--- src/rtl/mm_pkg.sv ---
// Shared constants, codes, state type and controller/datapath structs
// for the matrix multiply core. No dependencies.
`default_nettype none

package mm_pkg;

    localparam int MAX_DIM   = 8;
    localparam int ELEM_W    = 16;
    localparam int CFG_W     = 4;
    localparam int CFG_IDX_W = 2;
    localparam int SUM_W     = 36;

    localparam int IDX_W  = $clog2(MAX_DIM);
    localparam int DIM_W  = $clog2(MAX_DIM + 1);
    localparam int DEPTH  = MAX_DIM * MAX_DIM;
    localparam int ADDR_W = $clog2(DEPTH);
    localparam int CNT_W  = $clog2(DEPTH + 1);
    localparam int SIZE_W = 2 * DIM_W;
    localparam int PROD_W = 2 * ELEM_W;
    localparam int ADD_W  = ((PROD_W > SUM_W) ? PROD_W : SUM_W) + 1;

    localparam logic signed [SUM_W-1:0] SUM_HI = {1'b0, {(SUM_W-1){1'b1}}};
    localparam logic signed [SUM_W-1:0] SUM_LO = {1'b1, {(SUM_W-1){1'b0}}};

    localparam logic [CFG_W-1:0] CFG_RESET = CFG_W'(8);

    localparam logic [CFG_IDX_W-1:0] REG_ROWS_A    = CFG_IDX_W'(0);
    localparam logic [CFG_IDX_W-1:0] REG_INNER_DIM = CFG_IDX_W'(1);
    localparam logic [CFG_IDX_W-1:0] REG_COLS_B    = CFG_IDX_W'(2);

    localparam logic OP_LOAD_A = 1'b0;
    localparam logic OP_LOAD_B = 1'b1;

    typedef enum logic [2:0] {
        S_IDLE,
        S_CHECK,
        S_SYNC,
        S_MAC,
        S_DRAIN,
        S_OUT
    } t_state;

    typedef struct packed {
        logic [DIM_W-1:0] rows;
        logic [DIM_W-1:0] inner;
        logic [DIM_W-1:0] cols;
    } t_dims;

    typedef struct packed {
        logic load;
        logic sync_start;
        logic sync_step;
        logic mac_begin;
        logic mac_issue;
        logic out_load;
        logic clear_counts;
    } t_cmd;

    typedef struct packed {
        logic complete;
        logic sync_done;
        logic t_last;
        logic ij_last;
        logic pipe_busy;
        logic out_free;
    } t_status;

endpackage

`default_nettype wire

--- src/rtl/mm_in_if.sv ---
// Input channel of the matrix multiply core: valid/ready plus element word.
// Depends on mm_pkg.
`default_nettype none

interface mm_in_if;
    import mm_pkg::*;

    logic                     valid;
    logic                     ready;
    logic                     opcode;
    logic signed [ELEM_W-1:0] element_value;

    modport source (output valid, output opcode, output element_value, input ready);
    modport sink   (input valid, input opcode, input element_value, output ready);
endinterface

`default_nettype wire

--- src/rtl/mm_out_if.sv ---
// Output channel of the matrix multiply core: valid/ready plus result word.
// Depends on mm_pkg.
`default_nettype none

interface mm_out_if;
    import mm_pkg::*;

    logic                    valid;
    logic                    ready;
    logic signed [SUM_W-1:0] product_value;
    logic [IDX_W-1:0]        out_row;
    logic [IDX_W-1:0]        out_col;
    logic                    last_element;

    modport source (output valid, output product_value, output out_row, output out_col,
                    output last_element, input ready);
    modport sink   (input valid, input product_value, input out_row, input out_col,
                    input last_element, output ready);
endinterface

`default_nettype wire

--- src/rtl/mm_ram.sv ---
// Generic single-write, single-read RAM with registered read data.
// No dependencies.
`default_nettype none

module mm_ram #(
    parameter int WIDTH = 16,
    parameter int DEPTH = 64
) (
    input  logic                     i_clk,
    input  logic                     i_we,
    input  logic [$clog2(DEPTH)-1:0] i_waddr,
    input  logic [WIDTH-1:0]         i_wdata,
    input  logic                     i_re,
    input  logic [$clog2(DEPTH)-1:0] i_raddr,
    output logic [WIDTH-1:0]         o_rdata
);
    logic [WIDTH-1:0] r_mem [DEPTH];
    logic [WIDTH-1:0] r_rdata;

    always_ff @(posedge i_clk) begin
        if (i_we) begin
            r_mem[i_waddr] <= i_wdata;
        end
        if (i_re) begin
            r_rdata <= r_mem[i_raddr];
        end
    end

    assign o_rdata = r_rdata;
endmodule

`default_nettype wire

--- src/rtl/mm_ctrl.sv ---
// Controller FSM of the matrix multiply core: sequences loads, pointer
// resync, MAC passes and result handoff. Depends on mm_pkg.
`default_nettype none

module mm_ctrl (
    input  logic            i_clk,
    input  logic            i_rst_n,
    input  logic            i_cfg_we,
    input  logic            i_in_valid,
    input  mm_pkg::t_status i_st,
    output logic            o_in_ready,
    output mm_pkg::t_cmd    o_cmd
);
    import mm_pkg::*;

    t_state r_state;
    t_state n_state;
    logic   r_sync_pend;

    always_ff @(posedge i_clk) begin
        if (!i_rst_n) begin
            r_state     <= S_IDLE;
            r_sync_pend <= 1'b0;
        end else begin
            r_state     <= n_state;
            r_sync_pend <= i_cfg_we | (r_sync_pend & ~o_cmd.sync_start);
        end
    end

    always_comb begin
        n_state    = r_state;
        o_cmd      = '0;
        o_in_ready = 1'b0;
        case (r_state)
            S_IDLE: begin
                o_in_ready = ~r_sync_pend;
                if (r_sync_pend) begin
                    o_cmd.sync_start = 1'b1;
                    n_state          = S_SYNC;
                end else if (i_in_valid) begin
                    o_cmd.load = 1'b1;
                    n_state    = S_CHECK;
                end
            end
            S_SYNC: begin
                if (i_st.sync_done) begin
                    n_state = S_IDLE;
                end else begin
                    o_cmd.sync_step = 1'b1;
                end
            end
            S_CHECK: begin
                if (i_st.complete) begin
                    o_cmd.mac_begin = 1'b1;
                    n_state         = S_MAC;
                end else begin
                    n_state = S_IDLE;
                end
            end
            S_MAC: begin
                o_cmd.mac_issue = 1'b1;
                if (i_st.t_last) begin
                    n_state = S_DRAIN;
                end
            end
            S_DRAIN: begin
                if (!i_st.pipe_busy) begin
                    n_state = S_OUT;
                end
            end
            S_OUT: begin
                if (i_st.out_free) begin
                    o_cmd.out_load = 1'b1;
                    if (i_st.ij_last) begin
                        o_cmd.clear_counts = 1'b1;
                        n_state            = S_IDLE;
                    end else begin
                        n_state = S_MAC;
                    end
                end
            end
            default: begin
                n_state = S_IDLE;
            end
        endcase
    end
endmodule

`default_nettype wire

--- src/rtl/mm_dp.sv ---
// Datapath of the matrix multiply core: element stores, load pointers,
// shared MAC pipeline and output register. Depends on mm_pkg, mm_ram, mm_out_if.
`default_nettype none

module mm_dp (
    input  logic                             i_clk,
    input  logic                             i_rst_n,
    input  mm_pkg::t_dims                    i_dims,
    input  mm_pkg::t_cmd                     i_cmd,
    input  logic                             i_opcode,
    input  logic signed [mm_pkg::ELEM_W-1:0] i_element_value,
    output mm_pkg::t_status                  o_st,
    mm_out_if.source                         o_out
);
    import mm_pkg::*;

    function automatic logic [ADDR_W-1:0] mem_addr(input logic [IDX_W-1:0] row,
                                                   input logic [IDX_W-1:0] col);
        return ADDR_W'(int'(row) * MAX_DIM + int'(col));
    endfunction

    function automatic logic [IDX_W-1:0] row_inc(input logic [IDX_W-1:0] row);
        return (row == IDX_W'(MAX_DIM - 1)) ? '0 : row + 1'b1;
    endfunction

    // load pointers
    logic [CNT_W-1:0] r_cnt_a, r_cnt_b, r_walk_a, r_walk_b;
    logic [IDX_W-1:0] r_row_a, r_col_a, r_row_b, r_col_b;
    logic [SIZE_W-1:0] w_size_a, w_size_b;
    logic w_full_a, w_full_b, w_wrap_a, w_wrap_b, w_load_a, w_load_b;
    logic w_walk_a, w_walk_b;
    logic [IDX_W-1:0] n_row_a, n_col_a, n_row_b, n_col_b;

    // MAC
    logic [IDX_W-1:0] r_i, r_j, r_t;
    logic w_t_last, w_j_last, w_i_last;
    logic r_v1, r_v2;
    logic [ELEM_W-1:0] w_rd_a_raw, w_rd_b_raw;
    logic signed [ELEM_W-1:0] w_rd_a, w_rd_b;
    logic signed [PROD_W-1:0] w_mul, r_prod;
    logic signed [ADD_W-1:0] w_sum;
    logic signed [SUM_W-1:0] r_acc, n_acc;

    // output register
    logic                    r_out_valid;
    logic signed [SUM_W-1:0] r_out_value;
    logic [IDX_W-1:0]        r_out_row, r_out_col;
    logic                    r_out_last;

    assign w_size_a = {{DIM_W{1'b0}}, i_dims.rows}  * {{DIM_W{1'b0}}, i_dims.inner};
    assign w_size_b = {{DIM_W{1'b0}}, i_dims.inner} * {{DIM_W{1'b0}}, i_dims.cols};
    assign w_full_a = int'(r_cnt_a) >= int'(w_size_a);
    assign w_full_b = int'(r_cnt_b) >= int'(w_size_b);

    assign w_wrap_a = (DIM_W'(r_col_a) + DIM_W'(1)) == i_dims.inner;
    assign w_wrap_b = (DIM_W'(r_col_b) + DIM_W'(1)) == i_dims.cols;
    assign n_col_a  = w_wrap_a ? '0 : r_col_a + 1'b1;
    assign n_col_b  = w_wrap_b ? '0 : r_col_b + 1'b1;
    assign n_row_a  = w_wrap_a ? row_inc(r_row_a) : r_row_a;
    assign n_row_b  = w_wrap_b ? row_inc(r_row_b) : r_row_b;

    assign w_load_a = i_cmd.load && (i_opcode == OP_LOAD_A) && !w_full_a;
    assign w_load_b = i_cmd.load && (i_opcode == OP_LOAD_B) && !w_full_b;
    assign w_walk_a = r_walk_a != r_cnt_a;
    assign w_walk_b = r_walk_b != r_cnt_b;

    // pointers are re-walked from zero after a register write
    always_ff @(posedge i_clk) begin
        if (!i_rst_n || i_cmd.clear_counts) begin
            r_cnt_a  <= '0;
            r_walk_a <= '0;
            r_row_a  <= '0;
            r_col_a  <= '0;
        end else if (w_load_a) begin
            r_cnt_a <= r_cnt_a + 1'b1;
            r_row_a <= n_row_a;
            r_col_a <= n_col_a;
        end else if (i_cmd.sync_start) begin
            r_walk_a <= '0;
            r_row_a  <= '0;
            r_col_a  <= '0;
        end else if (i_cmd.sync_step && w_walk_a) begin
            r_walk_a <= r_walk_a + 1'b1;
            r_row_a  <= n_row_a;
            r_col_a  <= n_col_a;
        end
    end

    always_ff @(posedge i_clk) begin
        if (!i_rst_n || i_cmd.clear_counts) begin
            r_cnt_b  <= '0;
            r_walk_b <= '0;
            r_row_b  <= '0;
            r_col_b  <= '0;
        end else if (w_load_b) begin
            r_cnt_b <= r_cnt_b + 1'b1;
            r_row_b <= n_row_b;
            r_col_b <= n_col_b;
        end else if (i_cmd.sync_start) begin
            r_walk_b <= '0;
            r_row_b  <= '0;
            r_col_b  <= '0;
        end else if (i_cmd.sync_step && w_walk_b) begin
            r_walk_b <= r_walk_b + 1'b1;
            r_row_b  <= n_row_b;
            r_col_b  <= n_col_b;
        end
    end

    mm_ram #(.WIDTH(ELEM_W), .DEPTH(DEPTH)) u_store_a (
        .i_clk   (i_clk),
        .i_we    (w_load_a),
        .i_waddr (mem_addr(r_row_a, r_col_a)),
        .i_wdata (i_element_value),
        .i_re    (i_cmd.mac_issue),
        .i_raddr (mem_addr(r_i, r_t)),
        .o_rdata (w_rd_a_raw)
    );

    mm_ram #(.WIDTH(ELEM_W), .DEPTH(DEPTH)) u_store_b (
        .i_clk   (i_clk),
        .i_we    (w_load_b),
        .i_waddr (mem_addr(r_row_b, r_col_b)),
        .i_wdata (i_element_value),
        .i_re    (i_cmd.mac_issue),
        .i_raddr (mem_addr(r_t, r_j)),
        .o_rdata (w_rd_b_raw)
    );

    assign w_rd_a   = $signed(w_rd_a_raw);
    assign w_rd_b   = $signed(w_rd_b_raw);
    assign w_t_last = (DIM_W'(r_t) + DIM_W'(1)) == i_dims.inner;
    assign w_j_last = (DIM_W'(r_j) + DIM_W'(1)) == i_dims.cols;
    assign w_i_last = (DIM_W'(r_i) + DIM_W'(1)) == i_dims.rows;

    always_ff @(posedge i_clk) begin
        if (!i_rst_n || i_cmd.mac_begin) begin
            r_i <= '0;
            r_j <= '0;
            r_t <= '0;
        end else begin
            if (i_cmd.mac_issue) begin
                r_t <= w_t_last ? '0 : r_t + 1'b1;
            end
            if (i_cmd.out_load) begin
                r_j <= w_j_last ? '0 : r_j + 1'b1;
                r_i <= w_j_last ? r_i + 1'b1 : r_i;
            end
        end
    end

    always_ff @(posedge i_clk) begin
        if (!i_rst_n) begin
            r_v1 <= 1'b0;
            r_v2 <= 1'b0;
        end else begin
            r_v1 <= i_cmd.mac_issue;
            r_v2 <= r_v1;
        end
    end

    assign w_mul = w_rd_a * w_rd_b;
    assign w_sum = ADD_W'(r_acc) + ADD_W'(r_prod);

    always_comb begin
        if (w_sum > ADD_W'(SUM_HI)) begin
            n_acc = SUM_HI;
        end else if (w_sum < ADD_W'(SUM_LO)) begin
            n_acc = SUM_LO;
        end else begin
            n_acc = SUM_W'(w_sum);
        end
    end

    always_ff @(posedge i_clk) begin
        if (r_v1) begin
            r_prod <= w_mul;
        end
        if (i_cmd.mac_begin || i_cmd.out_load) begin
            r_acc <= '0;
        end else if (r_v2) begin
            r_acc <= n_acc;
        end
    end

    always_ff @(posedge i_clk) begin
        if (!i_rst_n) begin
            r_out_valid <= 1'b0;
        end else if (i_cmd.out_load) begin
            r_out_valid <= 1'b1;
        end else if (o_out.ready) begin
            r_out_valid <= 1'b0;
        end
    end

    always_ff @(posedge i_clk) begin
        if (i_cmd.out_load) begin
            r_out_value <= r_acc;
            r_out_row   <= r_i;
            r_out_col   <= r_j;
            r_out_last  <= w_i_last && w_j_last;
        end
    end

    assign o_out.valid         = r_out_valid;
    assign o_out.product_value = r_out_value;
    assign o_out.out_row       = r_out_row;
    assign o_out.out_col       = r_out_col;
    assign o_out.last_element  = r_out_last;

    assign o_st.complete  = w_full_a && w_full_b;
    assign o_st.sync_done = !w_walk_a && !w_walk_b;
    assign o_st.t_last    = w_t_last;
    assign o_st.ij_last   = w_i_last && w_j_last;
    assign o_st.pipe_busy = r_v1 || r_v2;
    assign o_st.out_free  = !r_out_valid || o_out.ready;
endmodule

`default_nettype wire

--- src/rtl/matrix_multiply_core.sv ---
// Channel  Dir  Word                                              Handshake
// i_in     in   opcode, element_value                             valid/ready
// o_out    out  product_value, out_row, out_col, last_element     valid/ready
// cfg      in   i_cfg_idx, i_cfg_data                             i_cfg_we, never stalls
//
// A load word is handled as a store write, then the completion test.
// Each result is computed on the single shared MAC fed by the
// registered-read element RAMs; a stalled o_out holds the next result back.
// After a register write, i_in.ready stays low while the load pointers are
// re-walked from the element counts.
// Reset is synchronous and clears counts and control; the stores keep contents.
`default_nettype none

module matrix_multiply_core (
    input  logic                           i_clk,
    input  logic                           i_rst_n,
    input  logic                           i_cfg_we,
    input  logic [mm_pkg::CFG_IDX_W-1:0]   i_cfg_idx,
    input  logic [mm_pkg::CFG_W-1:0]       i_cfg_data,
    mm_in_if.sink                          i_in,
    mm_out_if.source                       o_out
);
    import mm_pkg::*;

    function automatic logic [DIM_W-1:0] eff_dim(input logic [CFG_W-1:0] v);
        if (v == '0) begin
            return DIM_W'(1);
        end else if (int'(v) > MAX_DIM) begin
            return DIM_W'(MAX_DIM);
        end
        return DIM_W'(v);
    endfunction

    logic [CFG_W-1:0] r_rows_a, r_inner_dim, r_cols_b;
    t_dims            w_dims;
    t_cmd             w_cmd;
    t_status          w_st;
    logic             w_in_ready;

    always_ff @(posedge i_clk) begin
        if (!i_rst_n) begin
            r_rows_a    <= CFG_RESET;
            r_inner_dim <= CFG_RESET;
            r_cols_b    <= CFG_RESET;
        end else if (i_cfg_we) begin
            case (i_cfg_idx)
                REG_ROWS_A:    r_rows_a    <= i_cfg_data;
                REG_INNER_DIM: r_inner_dim <= i_cfg_data;
                REG_COLS_B:    r_cols_b    <= i_cfg_data;
                default: begin
                end
            endcase
        end
    end

    assign w_dims.rows  = eff_dim(r_rows_a);
    assign w_dims.inner = eff_dim(r_inner_dim);
    assign w_dims.cols  = eff_dim(r_cols_b);

    mm_ctrl u_ctrl (
        .i_clk      (i_clk),
        .i_rst_n    (i_rst_n),
        .i_cfg_we   (i_cfg_we),
        .i_in_valid (i_in.valid),
        .i_st       (w_st),
        .o_in_ready (w_in_ready),
        .o_cmd      (w_cmd)
    );

    mm_dp u_dp (
        .i_clk           (i_clk),
        .i_rst_n         (i_rst_n),
        .i_dims          (w_dims),
        .i_cmd           (w_cmd),
        .i_opcode        (i_in.opcode),
        .i_element_value (i_in.element_value),
        .o_st            (w_st),
        .o_out           (o_out)
    );

    assign i_in.ready = w_in_ready;
endmodule

`default_nettype wire

--- src/flat_wrapper.sv ---
// flat-port wrapper written by rule: the top's interface ports become plain ports
module matrix_multiply_core_flat import mm_pkg::*;
  (i_clk, i_rst_n, i_cfg_we, i_cfg_idx, i_cfg_data, i_in_valid, i_in_opcode, i_in_element_value, i_in_ready, o_out_valid, o_out_product_value, o_out_out_row, o_out_out_col, o_out_last_element, o_out_ready);
  mm_in_if i_in_i ();
  mm_out_if o_out_i ();
  input  logic i_clk;
  input  logic i_rst_n;
  input  logic i_cfg_we;
  input  logic [mm_pkg::CFG_IDX_W-1:0] i_cfg_idx;
  input  logic [mm_pkg::CFG_W-1:0] i_cfg_data;
  input wire logic [$bits(i_in_i.valid)-1:0] i_in_valid;
  input wire logic [$bits(i_in_i.opcode)-1:0] i_in_opcode;
  input wire logic [$bits(i_in_i.element_value)-1:0] i_in_element_value;
  output wire logic [$bits(i_in_i.ready)-1:0] i_in_ready;
  output wire logic [$bits(o_out_i.valid)-1:0] o_out_valid;
  output wire logic [$bits(o_out_i.product_value)-1:0] o_out_product_value;
  output wire logic [$bits(o_out_i.out_row)-1:0] o_out_out_row;
  output wire logic [$bits(o_out_i.out_col)-1:0] o_out_out_col;
  output wire logic [$bits(o_out_i.last_element)-1:0] o_out_last_element;
  input wire logic [$bits(o_out_i.ready)-1:0] o_out_ready;
  assign i_in_i.valid = i_in_valid;
  assign i_in_i.opcode = i_in_opcode;
  assign i_in_i.element_value = i_in_element_value;
  assign i_in_ready = i_in_i.ready;
  assign o_out_valid = o_out_i.valid;
  assign o_out_product_value = o_out_i.product_value;
  assign o_out_out_row = o_out_i.out_row;
  assign o_out_out_col = o_out_i.out_col;
  assign o_out_last_element = o_out_i.last_element;
  assign o_out_i.ready = o_out_ready;
  matrix_multiply_core u_core (.i_clk(i_clk), .i_rst_n(i_rst_n), .i_cfg_we(i_cfg_we), .i_cfg_idx(i_cfg_idx), .i_cfg_data(i_cfg_data), .i_in(i_in_i), .o_out(o_out_i));
endmodule
--- config.mk ---
export PLATFORM = sky130hd
export DESIGN_NAME = matrix_multiply_core_flat
export DESIGN_NICKNAME = d
export VERILOG_FILES = /design/src/rtl/mm_pkg.sv /design/src/rtl/mm_in_if.sv /design/src/rtl/mm_out_if.sv /design/src/rtl/mm_ram.sv /design/src/rtl/mm_ctrl.sv /design/src/rtl/mm_dp.sv /design/src/rtl/matrix_multiply_core.sv /design/src/flat_wrapper.sv
export SDC_FILE = /design/constraint.sdc
export NUM_CORES = 2
export LEC_CHECK = 0
export BUFFER_PORTS_ARGS = -buffer_cell sky130_fd_sc_hd__clkbuf_2
export CORE_MARGIN = 2
export CORE_UTILIZATION = 40
export CTS_CLUSTER_DIAMETER = 200
export DETAILED_ROUTE_END_ITERATION = 16
export PLACE_DENSITY = 0.67
export SYNTH_ARGS = -nofsm -noshare
export SYNTH_HDL_FRONTEND = slang
export SYNTH_SLANG_ARGS = --single-unit
--- constraint.sdc ---
create_clock -name i_clk -period 10.2 [get_ports i_clk]
set_input_delay 1.02 -clock i_clk [delete_from_list [all_inputs] [get_ports i_clk]]
set_output_delay 1.02 -clock i_clk [all_outputs]
set_load 0.02 [all_outputs]
### Yosys cells after proc, flatten, opt, wreduce, memory -nomap -nowiden

Memory sizes are Yosys's and may differ from the RTL's. A register that Yosys moved wholly into a read port is not among the register bits.
Cells that the tools add are included.

* multiplexer cells: 69
* $mul: 3
* add/subtract/negate cells: 21
* reduce and logical (&&, ||, !) cells: 37
* eq/ne operators: 21
* bitwise operators: 7
* $lt $le $gt $ge: 7

Operator list (number)
* $mux 3: 26
* $mux 36: 2
* $add 36x32->37: 1
* $gt 37x36->1 const B: 1
* $lt 37x36->1 const B: 1
* $mux 4: 9
* $mul 16x16->32: 1
* $add 7x1->7 const B: 4
* $mux 7: 4
* $add 6x3->6: 4
* $mux 1: 22
* $add 3x1->3 const B: 7
* $add 3x1->4 const B: 5
* $eq 4x4->1: 5
* $pmux 3 s6: 1
* $ge 7x8->1: 2
* $mul 4x4->8: 2
* $ne 7x7->1: 2
* $eq 3x3->1 const B: 4
* $gt 4x4->1 const B: 3
* $logic_not 4->1: 3
* $reduce_and 2->1: 6
* $mux 2: 5
* $logic_and 1x1->1: 9
* other kinds (16): 36

* bits in writable memories: 2048
* bits in registers: 179
* word-level logic and storage cells: 192
* memories kept: 2

Memories
* u_core.u_dp.u_store_a.r_mem: words 64, bits a word 16, rd ports 1, clocked after memory_dff 1, wr ports 1, RTL line mm_ram.sv:17 `logic [WIDTH-1:0] r_mem [DEPTH];`
* u_core.u_dp.u_store_b.r_mem: words 64, bits a word 16, rd ports 1, clocked after memory_dff 1, wr ports 1, RTL line mm_ram.sv:17

### Depth between registers and ports, before layout

* depth after elaboration: 10
* gate-level depth with buffers: 24

### Hierarchy

Synthesis repeated with hierarchy kept, for this count alone.

* cell total of the unflattened synthesis: 5838
* area, all modules: 100585.2 um^2

Modules (own cells, without submodules)
* mm_ram: seq. area each 31230.0 um^2, area each 40202.3 um^2, instances 2, cells each 1829
* mm_dp: seq. area each 4013.8 um^2, area each 19319.8 um^2, instances 1, cells each 2079
* matrix_multiply_core: seq. area each 240.2 um^2, area each 554.3 um^2, instances 1, cells each 60
* mm_ctrl: seq. area each 80.1 um^2, area each 306.5 um^2, instances 1, cells each 41

### Least setup slack after synthesis

No wires, ideal clock.

* path kind: reg2reg
* start: register u_core.u_dp.u_store_a.r_rdata[15], in the netlist u_core.u_dp.u_store_a.o_rdata[15], read port of u_core.u_dp.u_store_a.r_mem
* end: register u_core.u_dp.r_prod[28], data pin
* data required time: 9942 ps
* data arrival time: 5898 ps
* library setup time: 258 ps
* path slack: 4044 ps
* clock period less this slack: 6156 ps
* cell stages (with the launch flop): 18
* cells stage by stage: edfxtp_1 -> clkbuf_1 -> nand2_1 -> inv_1 -> fa_1 -> fa_1 -> fa_1 -> fa_1 -> fa_1 -> fa_1 -> ha_1 -> a2111oi_4 -> o211ai_1 -> a31o_1 -> or4_1 -> a31o_1 -> a21oi_2 -> xnor2_1

* word-level cells in the longest chain between the ends: 1

Ends and longest elaborated chain
* start, declared: RTL line mm_ram.sv:18 `logic [WIDTH-1:0] r_rdata;`
* $mul 16x16->32: RTL line mm_dp.sv:162 `assign w_mul = w_rd_a * w_rd_b;`
* net u_core.u_dp.w_mul[28]: RTL line mm_dp.sv:40 `logic signed [PROD_W-1:0] w_mul, r_prod;`
* end signal, assigned: RTL line mm_dp.sv:177 `r_prod <= w_mul;`
* end, declared: RTL line mm_dp.sv:40

The timed path passes the listed nets, and every way through them passes these cells.
A chain may end at the register's enable or synchronous reset.

### Final worst setup path

* start: register u_core.u_dp.u_store_a.r_rdata[10], in the netlist u_core.u_dp.u_store_a.o_rdata[10], read port of u_core.u_dp.u_store_a.r_mem
* end: register u_core.u_dp.r_prod[28], data pin

The elaborated chain is that of the path after synthesis.

==> impl_metrics.env <==
export IMPL_status="completed"
export IMPL_ys_ff_latch=2259
export IMPL_combPwrFrac=0.137
export IMPL_routabilityCongestion=0.858
export IMPL_fill_cells=20941
export IMPL_fin_nets=6401
export IMPL_syn_nets=6214
export IMPL_rsz0062_at_grt="no"
export IMPL_p_switching_mw=5.26
export IMPL_cp_max_fo=16
export IMPL_die_w_um=504
export IMPL_cts_sinks=2259
export IMPL_dp_hpwl_um=148000
export IMPL_relSlewSlack=0.214
export IMPL_p_leak_nw=36.3
export IMPL_wire_per_inst_um=25.4
export IMPL_setup_tns_ns=0
export IMPL_syn_area_mm2=0.0999
export IMPL_slowest_delay_ns=0.77
export IMPL_synth_cells=5746
export IMPL_insertion_delay_ns=0.89
export IMPL_die_height_um=504
export IMPL_slew_violations=0
export IMPL_path_cells="nand2_1 -> fa_1 -> fa_1 -> fa_1 -> inv_1 -> fa_1 -> fa_1 -> inv_1 -> fa_1 -> inv_1 -> ha_1 -> a211o_1 -> a311oi_2 -> o211ai_1 -> a31o_1 -> or4_1 -> a31o_1 -> a21oi_2 -> xnor2_1"
export IMPL_syn_area_per_cell_um2=17.4
export IMPL_drive_gt1_frac=0.190
export IMPL_rows=183
export IMPL_period_share=0.663
export IMPL_clk_path_buf_depth=3
export IMPL_ys_seq_area_frac=0.668
export IMPL_end_kind="register"
export IMPL_ys_flop_type="edfxtp_1"
export IMPL_portBuffers=72
export IMPL_hold_violations=0
export IMPL_cts_max_level=4
export IMPL_power_density_mw_per_mm2=188
export IMPL_drt_iter0_markers=5366
export IMPL_cts_made_buffers=211
export IMPL_cap_violations=0
export IMPL_antenna_found_initial=24
export IMPL_grt_max_degree=160
export IMPL_crit_buf_inv=3
export IMPL_crit_family="adder cells"
export IMPL_startpoint_type="register"
export IMPL_path_common_cell="fa_1"
export IMPL_worstSetupPathType="register to register"
export IMPL_vias_per_cell=5.55
export IMPL_ant_nets=0
export IMPL_area_delta_synth_final_pct=11.7
export IMPL_intPower_mw=15.8
export IMPL_ioPinCount=73
export IMPL_synth_edf_count=2155
export IMPL_final_setup_viol_count=0
export IMPL_initial_utilization=0.402
export IMPL_vias=52376
export IMPL_postCtsHoldBufs=0
export IMPL_grt_overflow=0
export IMPL_switching_share=0.250
export IMPL_critPathArrivalTime_ns=7.33
export IMPL_drt_total_wl_um=240000
export IMPL_grt_usage=0.187
export IMPL_cp_required_ns=10.76
export IMPL_die_area_mm2=0.254
export IMPL_grt_pass1_wl_um=356000
export IMPL_cts_tree="done"
export IMPL_max_freq_ghz=0.148
export IMPL_clk_pin_slew_ns=0.06
export IMPL_drc=0
export IMPL_layout_setup_ws_ns=3.44
export IMPL_ys_types=78
export IMPL_fin_worst_skew_ns=0.0759
export IMPL_min_period_ns=6.76
export IMPL_worst_path_max_delay_cell="edfxtp_1"
export IMPL_async_flop_share=0
export IMPL_seqPwrFrac=0.496
export IMPL_first_pass_iters=8
export IMPL_cts_resized_gates=0
export IMPL_hp_class="register to register"
export IMPL_ys_warnings_count=0
export IMPL_place_ws_ns=3.44
export IMPL_postCtsSetupBuffers=0
export IMPL_ir_worst_vdd_v=0.000187
export IMPL_grt_pass1_vias=53641
export IMPL_worst_pin_slew_ns=1.18
export IMPL_clkPwrFrac=0.367
export IMPL_cts_root_buf="clkbuf_16"
export IMPL_core_mm2=0.248
==> cell usage in the layout, fill, tap and decap left out, drive strengths merged, types with 7 or more instances in the layout <==
cell    netlist  routed
and3         13      13
nand3b       20      20
fa          271     271
nand2       288     288
a31oi         7       7
nand4        19      19
nand3        47      47
a211oi       15      15
o221ai       65      65
mux4        480     480
buf          85     194
o211ai        9       9
mux2         65      65
inv         331     337
clkinv        0      96
clkbuf      191     324
a21oi       249     249
nor2b        15      15
o21ai       161     161
bufinv        0      15
nand2b       29      29
or3           9       9
o22ai        68      68
nor2        263     263
xnor2        66      66
a21o         30      30
edfxtp     2155    2155
o21a         18      18
ha          169     169
mux2i       215     215
xor2         55      55
nor3         18      18
dfxtp       104     104
o21bai        7       7
and2        130     130
==> logic make-up (layout without fill, tap and decap cells) <==
group / count (synthesis) / after routing / synth area share
adder cells (fa/ha/maj): 440 / 440 / 0.0755
buffers and inverters: 607 / 972 / 0.0238
AO/OA/AOI/OAI: 674 / 674 / 0.0428
XOR/XNOR: 121 / 121 / 0.0106
AND/OR/NAND/NOR: 885 / 885 / 0.0418
flip-flops: 2259 / 2259 / 0.668
multiplexers: 760 / 760 / 0.137
other: 0 / 4 / 0
==> per-layer routing <==
layer	vias to the layer above	GRT usage	wire, um
met4	12	0.0624	7580
li1	22555	-	-
met1	27592	0.252	98200
met3	360	0.0304	16400
met2	1857	0.311	118000
met5	-	0	79
==> per-stage QoR <==
| stage | hold slack (ns) | instances | cell area (um2) | util | total power, mW |
|---|---|---|---|---|---|
| final | 0.466 | 9445 | 112000 | 0.449 | 21.0 |
| after detailed placement | 0.454 | 9050 | 105000 | 0.422 | 13.5 |
| after floorplan | 0.406 | 5746 | 99900 | - | 12.7 |
| after global routing | 0.459 | 9442 | 112000 | 0.449 | 21.9 |
| after global placement | 0.448 | 9050 | 105000 | 0.422 | 13.4 |
| after CTS | 0.416 | 9441 | 112000 | 0.449 | 21.2 |
==> power by group through the flow <==
| stage | Clock, mW | Sequential (mW) | Combinational, mW |
|---|---|---|---|
| 2_1_floorplan | 0 | 10.6 | 2.15 |
| 3_3_place_gp | 0 | 10.6 | 2.79 |
| 3_5_place_dp | 0 | 10.6 | 2.86 |
| 4_1_cts | 7.86 | 10.4 | 2.88 |
| 5_1_grt | 8.22 | 10.4 | 3.23 |
| 6_report | 7.72 | 10.4 | 2.88 |
==> synthesized netlist by cell type, types with 129 or more instances <==
master | instances | area share
a21oi_1 | 217 | 0.011
and2_1 | 129 | 0.0081
clkbuf_1 | 191 | 0.0072
edfxtp_1 | 2155 | 0.65
fa_1 | 271 | 0.054
ha_1 | 169 | 0.021
inv_1 | 331 | 0.012
mux2i_1 | 215 | 0.022
mux4_2 | 480 | 0.11
nand2_1 | 288 | 0.011
nor2_1 | 263 | 0.0099
o21ai_0 | 157 | 0.0079
==> cell type report <==
cell class	count	area, um2	share of cell area
clock inverter	123	1240	0.0112
tap	3330	4170	0.0373
antenna	4	10.0	0.0000897
clock buffer	268	5580	0.0500
timing repair buffer	250	1770	0.0159
multi-input combinational	2880	30800	0.276
sequential	2259	66800	0.599
inverter	331	1240	0.0111
==> registers in the layout (all words and copies together), names as in the netlist, 4 cells and up <==
register                         cells
u_core.u_dp.u_store_a.r_mem       1024
u_core.u_dp.r_prod                  32
u_core.u_dp.r_walk_a                 7
u_core.u_dp.r_cnt_a                  7
u_core.r_rows_a                      4
u_core.r_inner_dim                   4
u_core.u_dp.u_store_b.r_mem       1024
u_core.u_dp.r_acc                   36
u_core.u_dp.r_cnt_b                  7
u_core.r_cols_b                      4
u_core.u_dp.u_store_a.o_rdata       16
u_core.u_dp.r_walk_b                 7
u_core.u_dp.o_out.product_value     36
u_core.u_dp.u_store_b.o_rdata       16
==> worst reg2reg max path, cell delays in order (launching register included) <==
cell and delay, ns:
edfxtp_1 0.77, nand2_1 0.17, fa_1 0.52, fa_1 0.46, fa_1 0.55, inv_1 0.06
fa_1 0.50, fa_1 0.49, inv_1 0.05, fa_1 0.48, inv_1 0.04, ha_1 0.36
a211o_1 0.33, a311oi_2 0.32, o211ai_1 0.19, a31o_1 0.28, or4_1 0.43, a31o_1 0.24
a21oi_2 0.15, xnor2_1 0.07
==> path summary, 6_finish.rpt <==
path                                                from                                           end  slack [ns]  cells after the start
min                    u_core.u_dp.r_acc[8]$_SDFFE_PP0P_  u_core.u_dp.o_out.product_value[8]$_DFFE_PP_        0.47                      0
max reg2reg  u_core.u_dp.u_store_a.o_rdata[10]$_DFFE_PP_              u_core.u_dp.r_prod[28]$_DFFE_PP_        3.44                     19
max          u_core.u_dp.u_store_a.o_rdata[10]$_DFFE_PP_              u_core.u_dp.r_prod[28]$_DFFE_PP_        3.44                     19
min reg2reg            u_core.u_dp.r_acc[8]$_SDFFE_PP0P_  u_core.u_dp.o_out.product_value[8]$_DFFE_PP_        0.47                      0
(Power assumes the default switching activity.)
